[src/rtl/rpr_divider.sv]
// ----------------------------------------------------------------------------
// rpr_divider
// Restoring divider for the rank fraction, one quotient bit per cycle.
// Expects numer <= denom, so the quotient is at most 1.0.
// ----------------------------------------------------------------------------
module rpr_divider #(
    parameter int COUNT_BITS    = 9,
    parameter int FRACTION_BITS = 16
) (
    input  logic                     aclk,
    input  logic                     aresetn,
    input  logic                     start,
    input  logic [COUNT_BITS:0]      numer,
    input  logic [COUNT_BITS:0]      denom,
    input  logic                     take,
    output logic                     done,
    output logic [FRACTION_BITS:0]   quotient
);

    localparam int STEP_BITS = $clog2(FRACTION_BITS + 1);

    logic                     run_reg;
    logic                     done_reg;
    logic [STEP_BITS-1:0]     step_reg;
    logic [COUNT_BITS+1:0]    rem_reg, rem_next;
    logic [COUNT_BITS:0]      denom_reg;
    logic [FRACTION_BITS:0]   quot_reg, quot_next;
    logic [COUNT_BITS+1:0]    diff;
    logic                     fits;

    // one trial subtraction per step
    always_comb begin
        diff = rem_reg - {1'b0, denom_reg};
        fits = (rem_reg >= {1'b0, denom_reg});
        if (fits) begin
            rem_next  = {diff[COUNT_BITS:0], 1'b0};
            quot_next = {quot_reg[FRACTION_BITS-1:0], 1'b1};
        end else begin
            rem_next  = {rem_reg[COUNT_BITS:0], 1'b0};
            quot_next = {quot_reg[FRACTION_BITS-1:0], 1'b0};
        end
    end

    // step sequencing
    always_ff @(posedge aclk) begin
        if (!aresetn) begin
            run_reg  <= 1'b0;
            done_reg <= 1'b0;
            step_reg <= '0;
        end else if (start) begin
            run_reg  <= 1'b1;
            done_reg <= 1'b0;
            step_reg <= '0;
        end else if (run_reg) begin
            step_reg <= step_reg + 1'b1;
            if (step_reg == STEP_BITS'(FRACTION_BITS)) begin
                run_reg  <= 1'b0;
                done_reg <= 1'b1;
            end
        end else if (take) begin
            done_reg <= 1'b0;
        end
    end

    // remainder and quotient
    always_ff @(posedge aclk) begin
        if (start) begin
            rem_reg   <= {1'b0, numer};
            denom_reg <= denom;
        end else if (run_reg) begin
            rem_reg  <= rem_next;
            quot_reg <= quot_next;
        end
    end

    assign done     = done_reg;
    assign quotient = quot_reg;

endmodule

[config.mk]
export PLATFORM = sky130hd
export DESIGN_NAME = rpr_divider
export DESIGN_NICKNAME = d
export VERILOG_FILES = /design/src/rtl/rpr_divider.sv
export SDC_FILE = /design/constraint.sdc
export NUM_CORES = 1
export LEC_CHECK = 0
export BUFFER_PORTS_ARGS = -buffer_cell sky130_fd_sc_hd__buf_4
export CAP_MARGIN = 10
export CORE_MARGIN = 5
export CORE_UTILIZATION = 30
export CTS_BUF_LIST = sky130_fd_sc_hd__clkbuf_4
export CTS_CLUSTER_DIAMETER = 120
export DETAILED_ROUTE_END_ITERATION = 8
export HOLD_SLACK_MARGIN = 0.15
export PLACE_DENSITY = 0.6
export REMOVE_ABC_BUFFERS = 1
export SETUP_SLACK_MARGIN = 0.1
export SLEW_MARGIN = 20
export SYNTH_ARGS = -nofsm -noshare
export SYNTH_HDL_FRONTEND = slang
export SYNTH_SLANG_ARGS = --single-unit
export TNS_END_PERCENT = 30
[constraint.sdc]
create_clock -name aclk -period 5.1 [get_ports aclk]
set_input_delay 0.51 -clock aclk [delete_from_list [all_inputs] [get_ports aclk]]
set_output_delay 0.51 -clock aclk [all_outputs]
set_load 0.03 [all_outputs]
==> flow_summary_export.csv <==
group,metric,value,unit
synthesis,synthMostInstantiatedCell,"edfxtp_1",
die,die_h,95.1,um
die,rows,31,
cts,holdBufCountCts,0,
pwr,power.switching,0.297,mW
routing,ant_nets,0,
cts,post_cts_buffers,0,
cells_and_area,fill_cells,755,
global_routing,grt_pass1_vias,1427,
synthesis,synth_edf_count,37,
pwr,p_comb_share,32.2,%
synthesis,yosysSeqAreaShare,58.5,%
global_routing,grt_overflow,0,
worst_setup_path,critPathLaunch,"rem_reg[6]",
cells_and_area,num_antenna_cells,0,
cells_and_area,largest_register_ffs,17,
synthesis,synth_commonest_cells,"edfxtp_1 (37), inv_1 (17), nor2_1 (16), nand2_1 (13), ha_1 (12)",
worst_setup_path,criticalPathCategory,"reg -> reg",
status,status,"completed",
die,core,7140,um^2
pwr,cell_internal_pwr,0.641,mW
hold_path,worstHoldStart,"denom[8]",
routing,routed_wl,3.92,mm
timing,clock_skew,0.0119,ns
worst_setup_path,timing.rr.start,"rem_reg[6]",
cts,ctsResizeCount,0,
synthesis,ys_types,39,
synthesis,synth_top_cells_by_area,"edfxtp_1 (51%), dfxtp_1 (7.4%), ha_1 (6.9%)",
pwr,power.share.sequential,48.9,%
timing,slew_viol_final,0,
routing,vias_per_cell,4.36,
timing,fin_tns_setup,0,ns
routing,route.detailed.drc,0,
die,die_w,95.1,um
pwr,powerDensity,354,nW/um^2
routing,wl_per_cell,12.0,um
die,fp.dieArea,9050,um^2
global_routing,grt_use_total,9.25,%
timing,slew_headroom,51.1,%
worst_setup_path,slowest_delay,0.63,ns
cts,cts_root_buf,"clkbuf_4",
placement,hpwl,2.89,mm
synthesis,synth_top_area_share,51.1,%
global_routing,grt_max_degree,34,
global_routing,grt_pass1_wl,6.45,mm
cells_and_area,multiInputGateArea,820,um^2
synthesis,ys.flop_type,"edfxtp_1",
synthesis,async_reset_ff_share,0,%
cells_and_area,area_growth,22.1,%
worst_setup_path,arrival,2.82,ns
cts,clk_latency,0.36,ns
hold_path,hold_path.class,"in -> reg",
timing,max_freq,372,MHz
timing,hold_violations,0,
die,io_pins,42,
worst_setup_path,path_delay_family,"compound AO/OA/AOI/OAI gates",
cells_and_area,ff_latch_area,1270,um^2
cts,cts_buffers,5,
worst_setup_path,crit_buf_inv,0,
global_routing,antenna_found_initial,0,
cts,cts_tree,"yes",
cts,path_clk_slew,0.14,ns
synthesis,syn-cell-area,2170,um^2
timing,tightest_slew,0.731,ns
placement,io_buffers,41,
timing,layout_min_cycle_time,2.69,ns
cells_and_area,finalNetCount,264,
timing,min_period_over_period,52.7,%
pwr,power_leakage,1.05,nW
pwr,power_frac_clock,19.0,%
timing,holdWs,0.314,ns
placement,gp_congestion,0.735,
synthesis,synth_warnings,0,
synthesis,syn_inst,182,
routing,vias,1426,
worst_setup_path,crit_path_cell_trace,"ha_1 > nand2_1 > o21ai_1 > nand3_1 > a31oi_2 > mux2_2 > mux2_2",
routing,first_pass_iters,4,
synthesis,synth_top_area_cell,"edfxtp_1",
cts,clock_sinks,45,
cells_and_area,drive_gt1_share,25.0,%
synthesis,ys_seq_elements,45,
worst_setup_path,path_max_fanout,11,
routing,drtIter0Drc,52,
job,max_cap_violations,0,
timing,rsz0062_at_grt,"no",
pwr,swShare,31.7,%
worst_setup_path,path_common_cell,"mux2_2",
worst_setup_path,cp-start-kind,"register",
worst_setup_path,cpMaxStageDelayCell,"a31oi_2",
cts,cts_htree_levels,2,
die,start_util,30.5,%
synthesis,synth.avg_cell_area,11.9,um^2
timing,setup_viol,0,
cts,cts.path.max_buffers,2,
pwr,peakVddDrop,104,uV
worst_setup_path,crit_path_end_kind,"register",
worst_setup_path,required,5.23,ns
kinds of logic (layout without fill, tap and decap cells):
| family | count (synthesis) | after routing | share of synthesized area (%) |
|---|---|---|---|
| XOR/XNOR | 9 | 9 | 3.63 |
| flip-flops | 45 | 45 | 58.5 |
| adder cells (fa/ha/maj) | 13 | 13 | 7.83 |
| AO/OA/AOI/OAI | 32 | 32 | 9.61 |
| AND/OR/NAND/NOR | 53 | 53 | 12.3 |
| buffers and inverters | 21 | 67 | 3.80 |
| multiplexers | 9 | 9 | 4.38 |
cell usage in the layout (no fill, tap or decap), types with 2 or more instances in the layout:
cell type   Yosys  final
o21a_1          3      3
nor2_1         16     16
clkbuf_4        0      6
xor2_1          3      3
xnor2_1         6      6
nand2b_1        3      3
a21oi_1         8      8
dfxtp_1         8      8
o21ai_0         3      3
ha_1           12     12
clkinvlp_4      0      2
nor3_1          5      5
nand4_1         3      3
mux2i_1         5      5
buf_4           1     42
nor2b_1         3      3
inv_1          17     17
nand3_1         2      2
edfxtp_1       37     37
o21ai_1         9      9
mux2_2          2      2
and2_1          2      2
mux2_1          2      2
nand2_1        13     13
metrics by stage:
stage	area [um^2]	total power [mW]	worst slack (ns)	util (%)	instances
floorplan	2150	0.697	2.70	-	178
global placement	2590	0.769	2.48	36.3	319
detailed placement	2590	0.772	2.44	36.3	319
CTS	2650	0.956	2.44	37.2	327
global route	2650	1.01	2.20	37.2	327
finish	2650	0.939	2.41	37.2	327
metal layers:
metal,GRT usage (%),vias to the layer above,wire length (um),share of wire [%]
met5,0,-,0,0
met4,3.73,0,56,1.4
met3,3.16,5,222,5.7
met2,14.5,28,1810,46
met1,11.7,656,1830,47
li1,-,737,-,-
layout make-up:
class	count	share of cell area [%]
repair buffers	42	11.9
clock inverters	2	0.566
flip-flops and latches	45	47.9
clock buffers	6	1.70
well taps	99	4.67
inverters	17	2.40
multi-input cells	116	30.9
worst reg2reg max path: stages, from the launching register on:
cell      delay (ns)
edfxtp_1        0.42
ha_1            0.36
nand2_1         0.09
o21ai_1         0.18
nand3_1         0.11
a31oi_2         0.63
mux2_2          0.41
mux2_2          0.26
final timing paths:
| kind | endpoint | slack (ns) | cells after the start |
|---|---|---|---|
| worst max-delay path | rem_reg[9] | 2.41 | 7 |
| worst min-delay path | denom_reg[8] | 0.31 | 1 |
| worst max register to register | rem_reg[9] | 2.41 | 7 |
| worst min register to register | quotient[16] | 0.47 | 0 |
power groups by stage:
stage	Sequential, mW	Clock, mW	Combinational, mW
6_report	0.459	0.178	0.302
2_1_floorplan	0.474	0	0.223
5_1_grt	0.464	0.207	0.340
3_5_place_dp	0.468	0	0.304
4_1_cts	0.460	0.191	0.305
3_3_place_gp	0.467	0	0.302
Power figures use the tool's default switching activity.
