$ cat src/rtl/rpr_pkg.sv
// ----------------------------------------------------------------------------
// rpr_pkg
// Shared constants and types of the rolling percentile rank block.
// ----------------------------------------------------------------------------
package rpr_pkg;

    // default sizes of the block
    localparam int WINDOW_MAX_DEF    = 256;
    localparam int SAMPLE_BITS_DEF   = 32;
    localparam int FRACTION_BITS_DEF = 16;

    // register map of the configuration port
    localparam int CFG_INDEX_BITS    = 1;
    localparam logic [CFG_INDEX_BITS-1:0] REG_WINDOW_LENGTH = 1'b0;
    localparam logic [CFG_INDEX_BITS-1:0] REG_MIN_SAMPLES   = 1'b1;

    // register reset values
    localparam int WINDOW_LENGTH_RESET = 20;
    localparam int MIN_SAMPLES_RESET   = -1;

    // flags that travel with a request down the cell chain
    typedef struct packed {
        logic active;
        logic missing;
    } rpr_flags_t;

endpackage

$ cat src/rtl/rpr_cell.sv
// ----------------------------------------------------------------------------
// rpr_cell
// One window slot: holds a sample, compares it with the passing request and
// hands the updated counts to the next cell.
// ----------------------------------------------------------------------------
module rpr_cell
    import rpr_pkg::*;
#(
    parameter int SAMPLE_BITS = SAMPLE_BITS_DEF,
    parameter int COUNT_BITS  = 9
) (
    input  logic                          aclk,
    input  logic                          aresetn,
    // window shift
    input  logic                          shift_en,
    input  logic signed [SAMPLE_BITS-1:0] entry_key_in,
    input  logic                          entry_missing_in,
    output logic signed [SAMPLE_BITS-1:0] entry_key_out,
    output logic                          entry_missing_out,
    // request from the previous cell
    input  rpr_flags_t                    q_flags_in,
    input  logic signed [SAMPLE_BITS-1:0] q_key_in,
    input  logic [COUNT_BITS-1:0]         q_remaining_in,
    input  logic [COUNT_BITS-1:0]         q_lower_in,
    input  logic [COUNT_BITS-1:0]         q_equal_in,
    // request to the next cell
    output rpr_flags_t                    q_flags_out,
    output logic signed [SAMPLE_BITS-1:0] q_key_out,
    output logic [COUNT_BITS-1:0]         q_remaining_out,
    output logic [COUNT_BITS-1:0]         q_lower_out,
    output logic [COUNT_BITS-1:0]         q_equal_out
);

    logic signed [SAMPLE_BITS-1:0] entry_key_reg;
    logic                          entry_missing_reg;
    rpr_flags_t                    q_flags_reg;
    logic signed [SAMPLE_BITS-1:0] q_key_reg;
    logic [COUNT_BITS-1:0]         q_remaining_reg, q_remaining_next;
    logic [COUNT_BITS-1:0]         q_lower_reg, q_lower_next;
    logic [COUNT_BITS-1:0]         q_equal_reg, q_equal_next;
    logic                          in_window;
    logic                          compare_en;

    // stored sample, moves one slot older on every accepted sample
    always_ff @(posedge aclk) begin
        if (shift_en) begin
            entry_key_reg     <= entry_key_in;
            entry_missing_reg <= entry_missing_in;
        end
    end

    // compare against the stored sample while the slot is inside the window
    always_comb begin
        in_window        = (q_remaining_in != '0);
        compare_en       = in_window && !q_flags_in.missing && !entry_missing_reg;
        q_remaining_next = in_window ? q_remaining_in - 1'b1 : q_remaining_in;
        q_lower_next     = q_lower_in;
        q_equal_next     = q_equal_in;
        if (compare_en) begin
            if (entry_key_reg < q_key_in) begin
                q_lower_next = q_lower_in + 1'b1;
            end else if (entry_key_reg == q_key_in) begin
                q_equal_next = q_equal_in + 1'b1;
            end
        end
    end

    // request stage control
    always_ff @(posedge aclk) begin
        if (!aresetn) begin
            q_flags_reg <= '0;
        end else begin
            q_flags_reg <= q_flags_in;
        end
    end

    // request stage payload
    always_ff @(posedge aclk) begin
        q_key_reg       <= q_key_in;
        q_remaining_reg <= q_remaining_next;
        q_lower_reg     <= q_lower_next;
        q_equal_reg     <= q_equal_next;
    end

    assign entry_key_out     = entry_key_reg;
    assign entry_missing_out = entry_missing_reg;
    assign q_flags_out       = q_flags_reg;
    assign q_key_out         = q_key_reg;
    assign q_remaining_out   = q_remaining_reg;
    assign q_lower_out       = q_lower_reg;
    assign q_equal_out       = q_equal_reg;

endmodule

$ cat config.mk
export PLATFORM = sky130hd
export DESIGN_NAME = rpr_cell
export DESIGN_NICKNAME = d
export VERILOG_FILES = /design/src/rtl/rpr_pkg.sv /design/src/rtl/rpr_cell.sv
export SDC_FILE = /design/constraint.sdc
export NUM_CORES = 1
export LEC_CHECK = 0
export ABC_CLOCK_PERIOD_IN_PS = 4300
export BUFFER_PORTS_ARGS = -buffer_cell sky130_fd_sc_hd__buf_2
export CORE_MARGIN = 4
export CORE_UTILIZATION = 49
export CTS_CLUSTER_SIZE = 40
export DETAILED_ROUTE_END_ITERATION = 16
export PLACE_DENSITY = 0.86
export SYNTH_ARGS = -nofsm -noshare
export SYNTH_HDL_FRONTEND = slang
export SYNTH_SLANG_ARGS = --single-unit
$ cat constraint.sdc
create_clock -name aclk -period 4.3 [get_ports aclk]
set_input_delay 1.075 -clock aclk [delete_from_list [all_inputs] [get_ports aclk]]
set_output_delay 1.075 -clock aclk [all_outputs]
set_load 0.05 [all_outputs]
==> metrics <==
status=finished clean; DRT antenna net count=0; # setup viols final=0; Die X-Extent=about 95 um; DRC Markers=0; Die ar.=between 9000 and 10000 um^2; number of top-level pins=roughly 190; number of setup buffers added after CTS=0; RSZ-0062 raised after global routing=no; share of cells above drive strength 1=0.4379; total wire length=between 8000 and 9000 um; vias in the first global route=3143; CTS buffer count=9; EDFF count, synth=33; TNS Setup=0 ps; Max Fclk=slightly above 300 MHz; Wirelength per Cell=about 15 um; Pre-antenna DRT Iters=7; largest net degree at the start of global routing=34; clock transition at the registers of the reported paths=around 90 ps; Synth-to-Final Area Change=33.23%; Power Density=roughly 400 nW/um^2; initial core utilization=0.5090; GPL Wtd Cong=approximately 0.8; clk_skew=~13 ps; Iteration-0 DRC Markers=48; Non-Filler Cell Area, Final=between 4000 and 5000 um^2; via/cell ratio=4.899; # fillers=around 600; CP Capture Type=flop; Yosys reg bits=94; type of the most critical hold path=reg -> reg; static leakage=between 0.002 and 0.0025 uW; Syn Area/Cell=12.35 um^2; H-tree depth=3; Max-Cap Viols=0; critical path arrival=~3500 ps; CTS sink count=94; Synth async-reset ratio=0; critical path startpoint category=input pin; post-CTS sizing=0; Slew headroom=0.4642; Cell variety after synth=46; Yosys warnings=0; register area share after synthesis=0.5929; Final nets=roughly 630; CP required=roughly 4500 ps; GRT Residual Overflow=0; Final period util=0.7657; placed cell area=4795 um^2; Final Max Slew Viols=0; critical path fanouts, max=16; Worst Setup Path Type=in -> reg; reg-to-reg setup timing slack=approximately 1400 ps; antenna violations before repair=0; Layout Utilization=0.6781; endpoints failing hold=0; net count after synthesis=434; FP Rows=31; post-route minimum period=3292 ps; I/O Buffers=between 150 and 200; Detail Placement HPWL=~7400 um; Max Root-Sink Buffers=2; Cells after Synth=~300; clk_lat worst skew=~350 ps; # hold bufs at CTS=0; Core Area=around 7300 um^2; height of the die=between 90 and 100 um; Tot GR Track Use=0.2000; first-pass GRT wire length=about 14000 um; ys flop type=dfxtp_1; peak supply drop=roughly 0.22 mV; CTS root buf=clkbuf_8; Vias=2969; n_diodes=0; Netlist Area Pre-Place=between 3000 and 4000 um^2; Worst-Margin Slew=approximately 800 ps; CTS tree=built
-- stage by stage --
stage | hold WS [ps] | total power (uW) | setup slack, ps | instances
3_5_place_dp | 742.9 | 1485 | 631.5 | 590
5_1_grt | 810.4 | 2081 | 804.9 | 606
6_report | 751.3 | 1981 | 1008 | 606
2_1_floorplan | 1091 | 1337 | 1275 | 302
3_3_place_gp | 735.9 | 1470 | 731.8 | 590
4_1_cts | 767.4 | 2004 | 969.2 | 606
-- cells by family (layout without fill, tap and decap cells) --
family	count (synthesis)	in the layout	share of synthesized area
AND/OR/NAND/NOR	81	81	0.1358
AO/OA/AOI/OAI	33	33	0.05902
XOR/XNOR	20	20	0.04695
adder cells (fa/ha/maj)	35	35	0.1174
multiplexers	3	3	0.009724
buffers and inverters	36	241	0.03823
flip-flops	94	94	0.5929
-- per-layer routing --
metal,global-route usage,up-vias,part of all wire
met1,0.2119,1368,0.36
met2,0.3685,119,0.53
li1,-,1469,-
met5,0,-,0
met4,0.06731,0,0.017
met3,0.06709,13,0.089
-- worst max-delay path, cell delays in order --
cell and delay (ps):
buf_2 80, inv_1 30, ha_1 300, a211oi_1 300, o21ai_0 140, o211ai_1 270, nand2_1 110, o211ai_2 620
and2_4 290, mux2_4 290
-- layout make-up --
type	count	area [um^2]	share of cell area
clock buffers	12	145.1	0.02920
clock inverters	4	31.28	0.006292
inverters	35	131.4	0.02643
multi-input cells	172	1376	0.2769
flip-flops and latches	94	2212	0.4450
well taps	99	123.9	0.02492
repair buffers	190	950.9	0.1913
-- power breakdown --
group	switching [uW]	leakage [uW]	total [uW]	internal [uW]
clock network	291	0.0000871	520	229
registers	22.4	0.000838	1000	981
logic	332	0.00153	458	126
total	645	0.00245	1980	1340
-- synthesized netlist by cell type (all sizes together) (2+ instances only) --
cell type	n	share of area
a21oi	10	0.013
nor2	9	0.0091
mux2	2	0.0070
and2	3	0.0057
a221oi	2	0.0064
o21ai	9	0.012
nor4	5	0.010
and4	5	0.013
inv	35	0.035
or3	2	0.0034
nand3	13	0.017
nand4	9	0.015
nand2	14	0.018
xor2	10	0.023
and3	4	0.0067
edfxtp	33	0.27
or4	2	0.0050
xnor2	10	0.023
dfxtp	61	0.33
a21o	3	0.0064
nand2b	4	0.0087
ha	35	0.12
o211ai	5	0.011
nor3	8	0.016
-- flip-flops by register name, indices dropped and copies added (netlist names) --
register / flops
q_flags_out: 2
q_remaining_out: 9
q_key_out: 32
q_equal_out: 9
entry_key_out: 32
q_lower_out: 9
entry_missing_out: 1
-- cells in the final DEF (no fill, tap or decap), types with 4 or more instances in the layout --
master | synthesis | layout
buf_2 | 0 | 190
dfxtp_1 | 61 | 61
inv_1 | 35 | 35
ha_1 | 35 | 35
edfxtp_1 | 33 | 33
nand3_1 | 13 | 13
nand2_1 | 13 | 13
a21oi_1 | 10 | 10
xor2_1 | 10 | 10
xnor2_1 | 10 | 10
clkbuf_8 | 0 | 10
nor2_1 | 9 | 9
nand4_1 | 9 | 9
o21ai_0 | 9 | 9
nor3_1 | 5 | 5
o211ai_1 | 4 | 4
and3_1 | 4 | 4
nor4_1 | 4 | 4
-- path summary, 6_finish.rpt --
path | startpoint | to | cells after the start
max | q_key_in[21] | q_equal_out[1] | 10
min | entry_missing_out | q_lower_out[4] | 4
max reg2reg | entry_key_out[21] | q_equal_out[1] | 8
min reg2reg | entry_missing_out | q_lower_out[4] | 4
No activity file was read; power rests on OpenSTA's default activity.
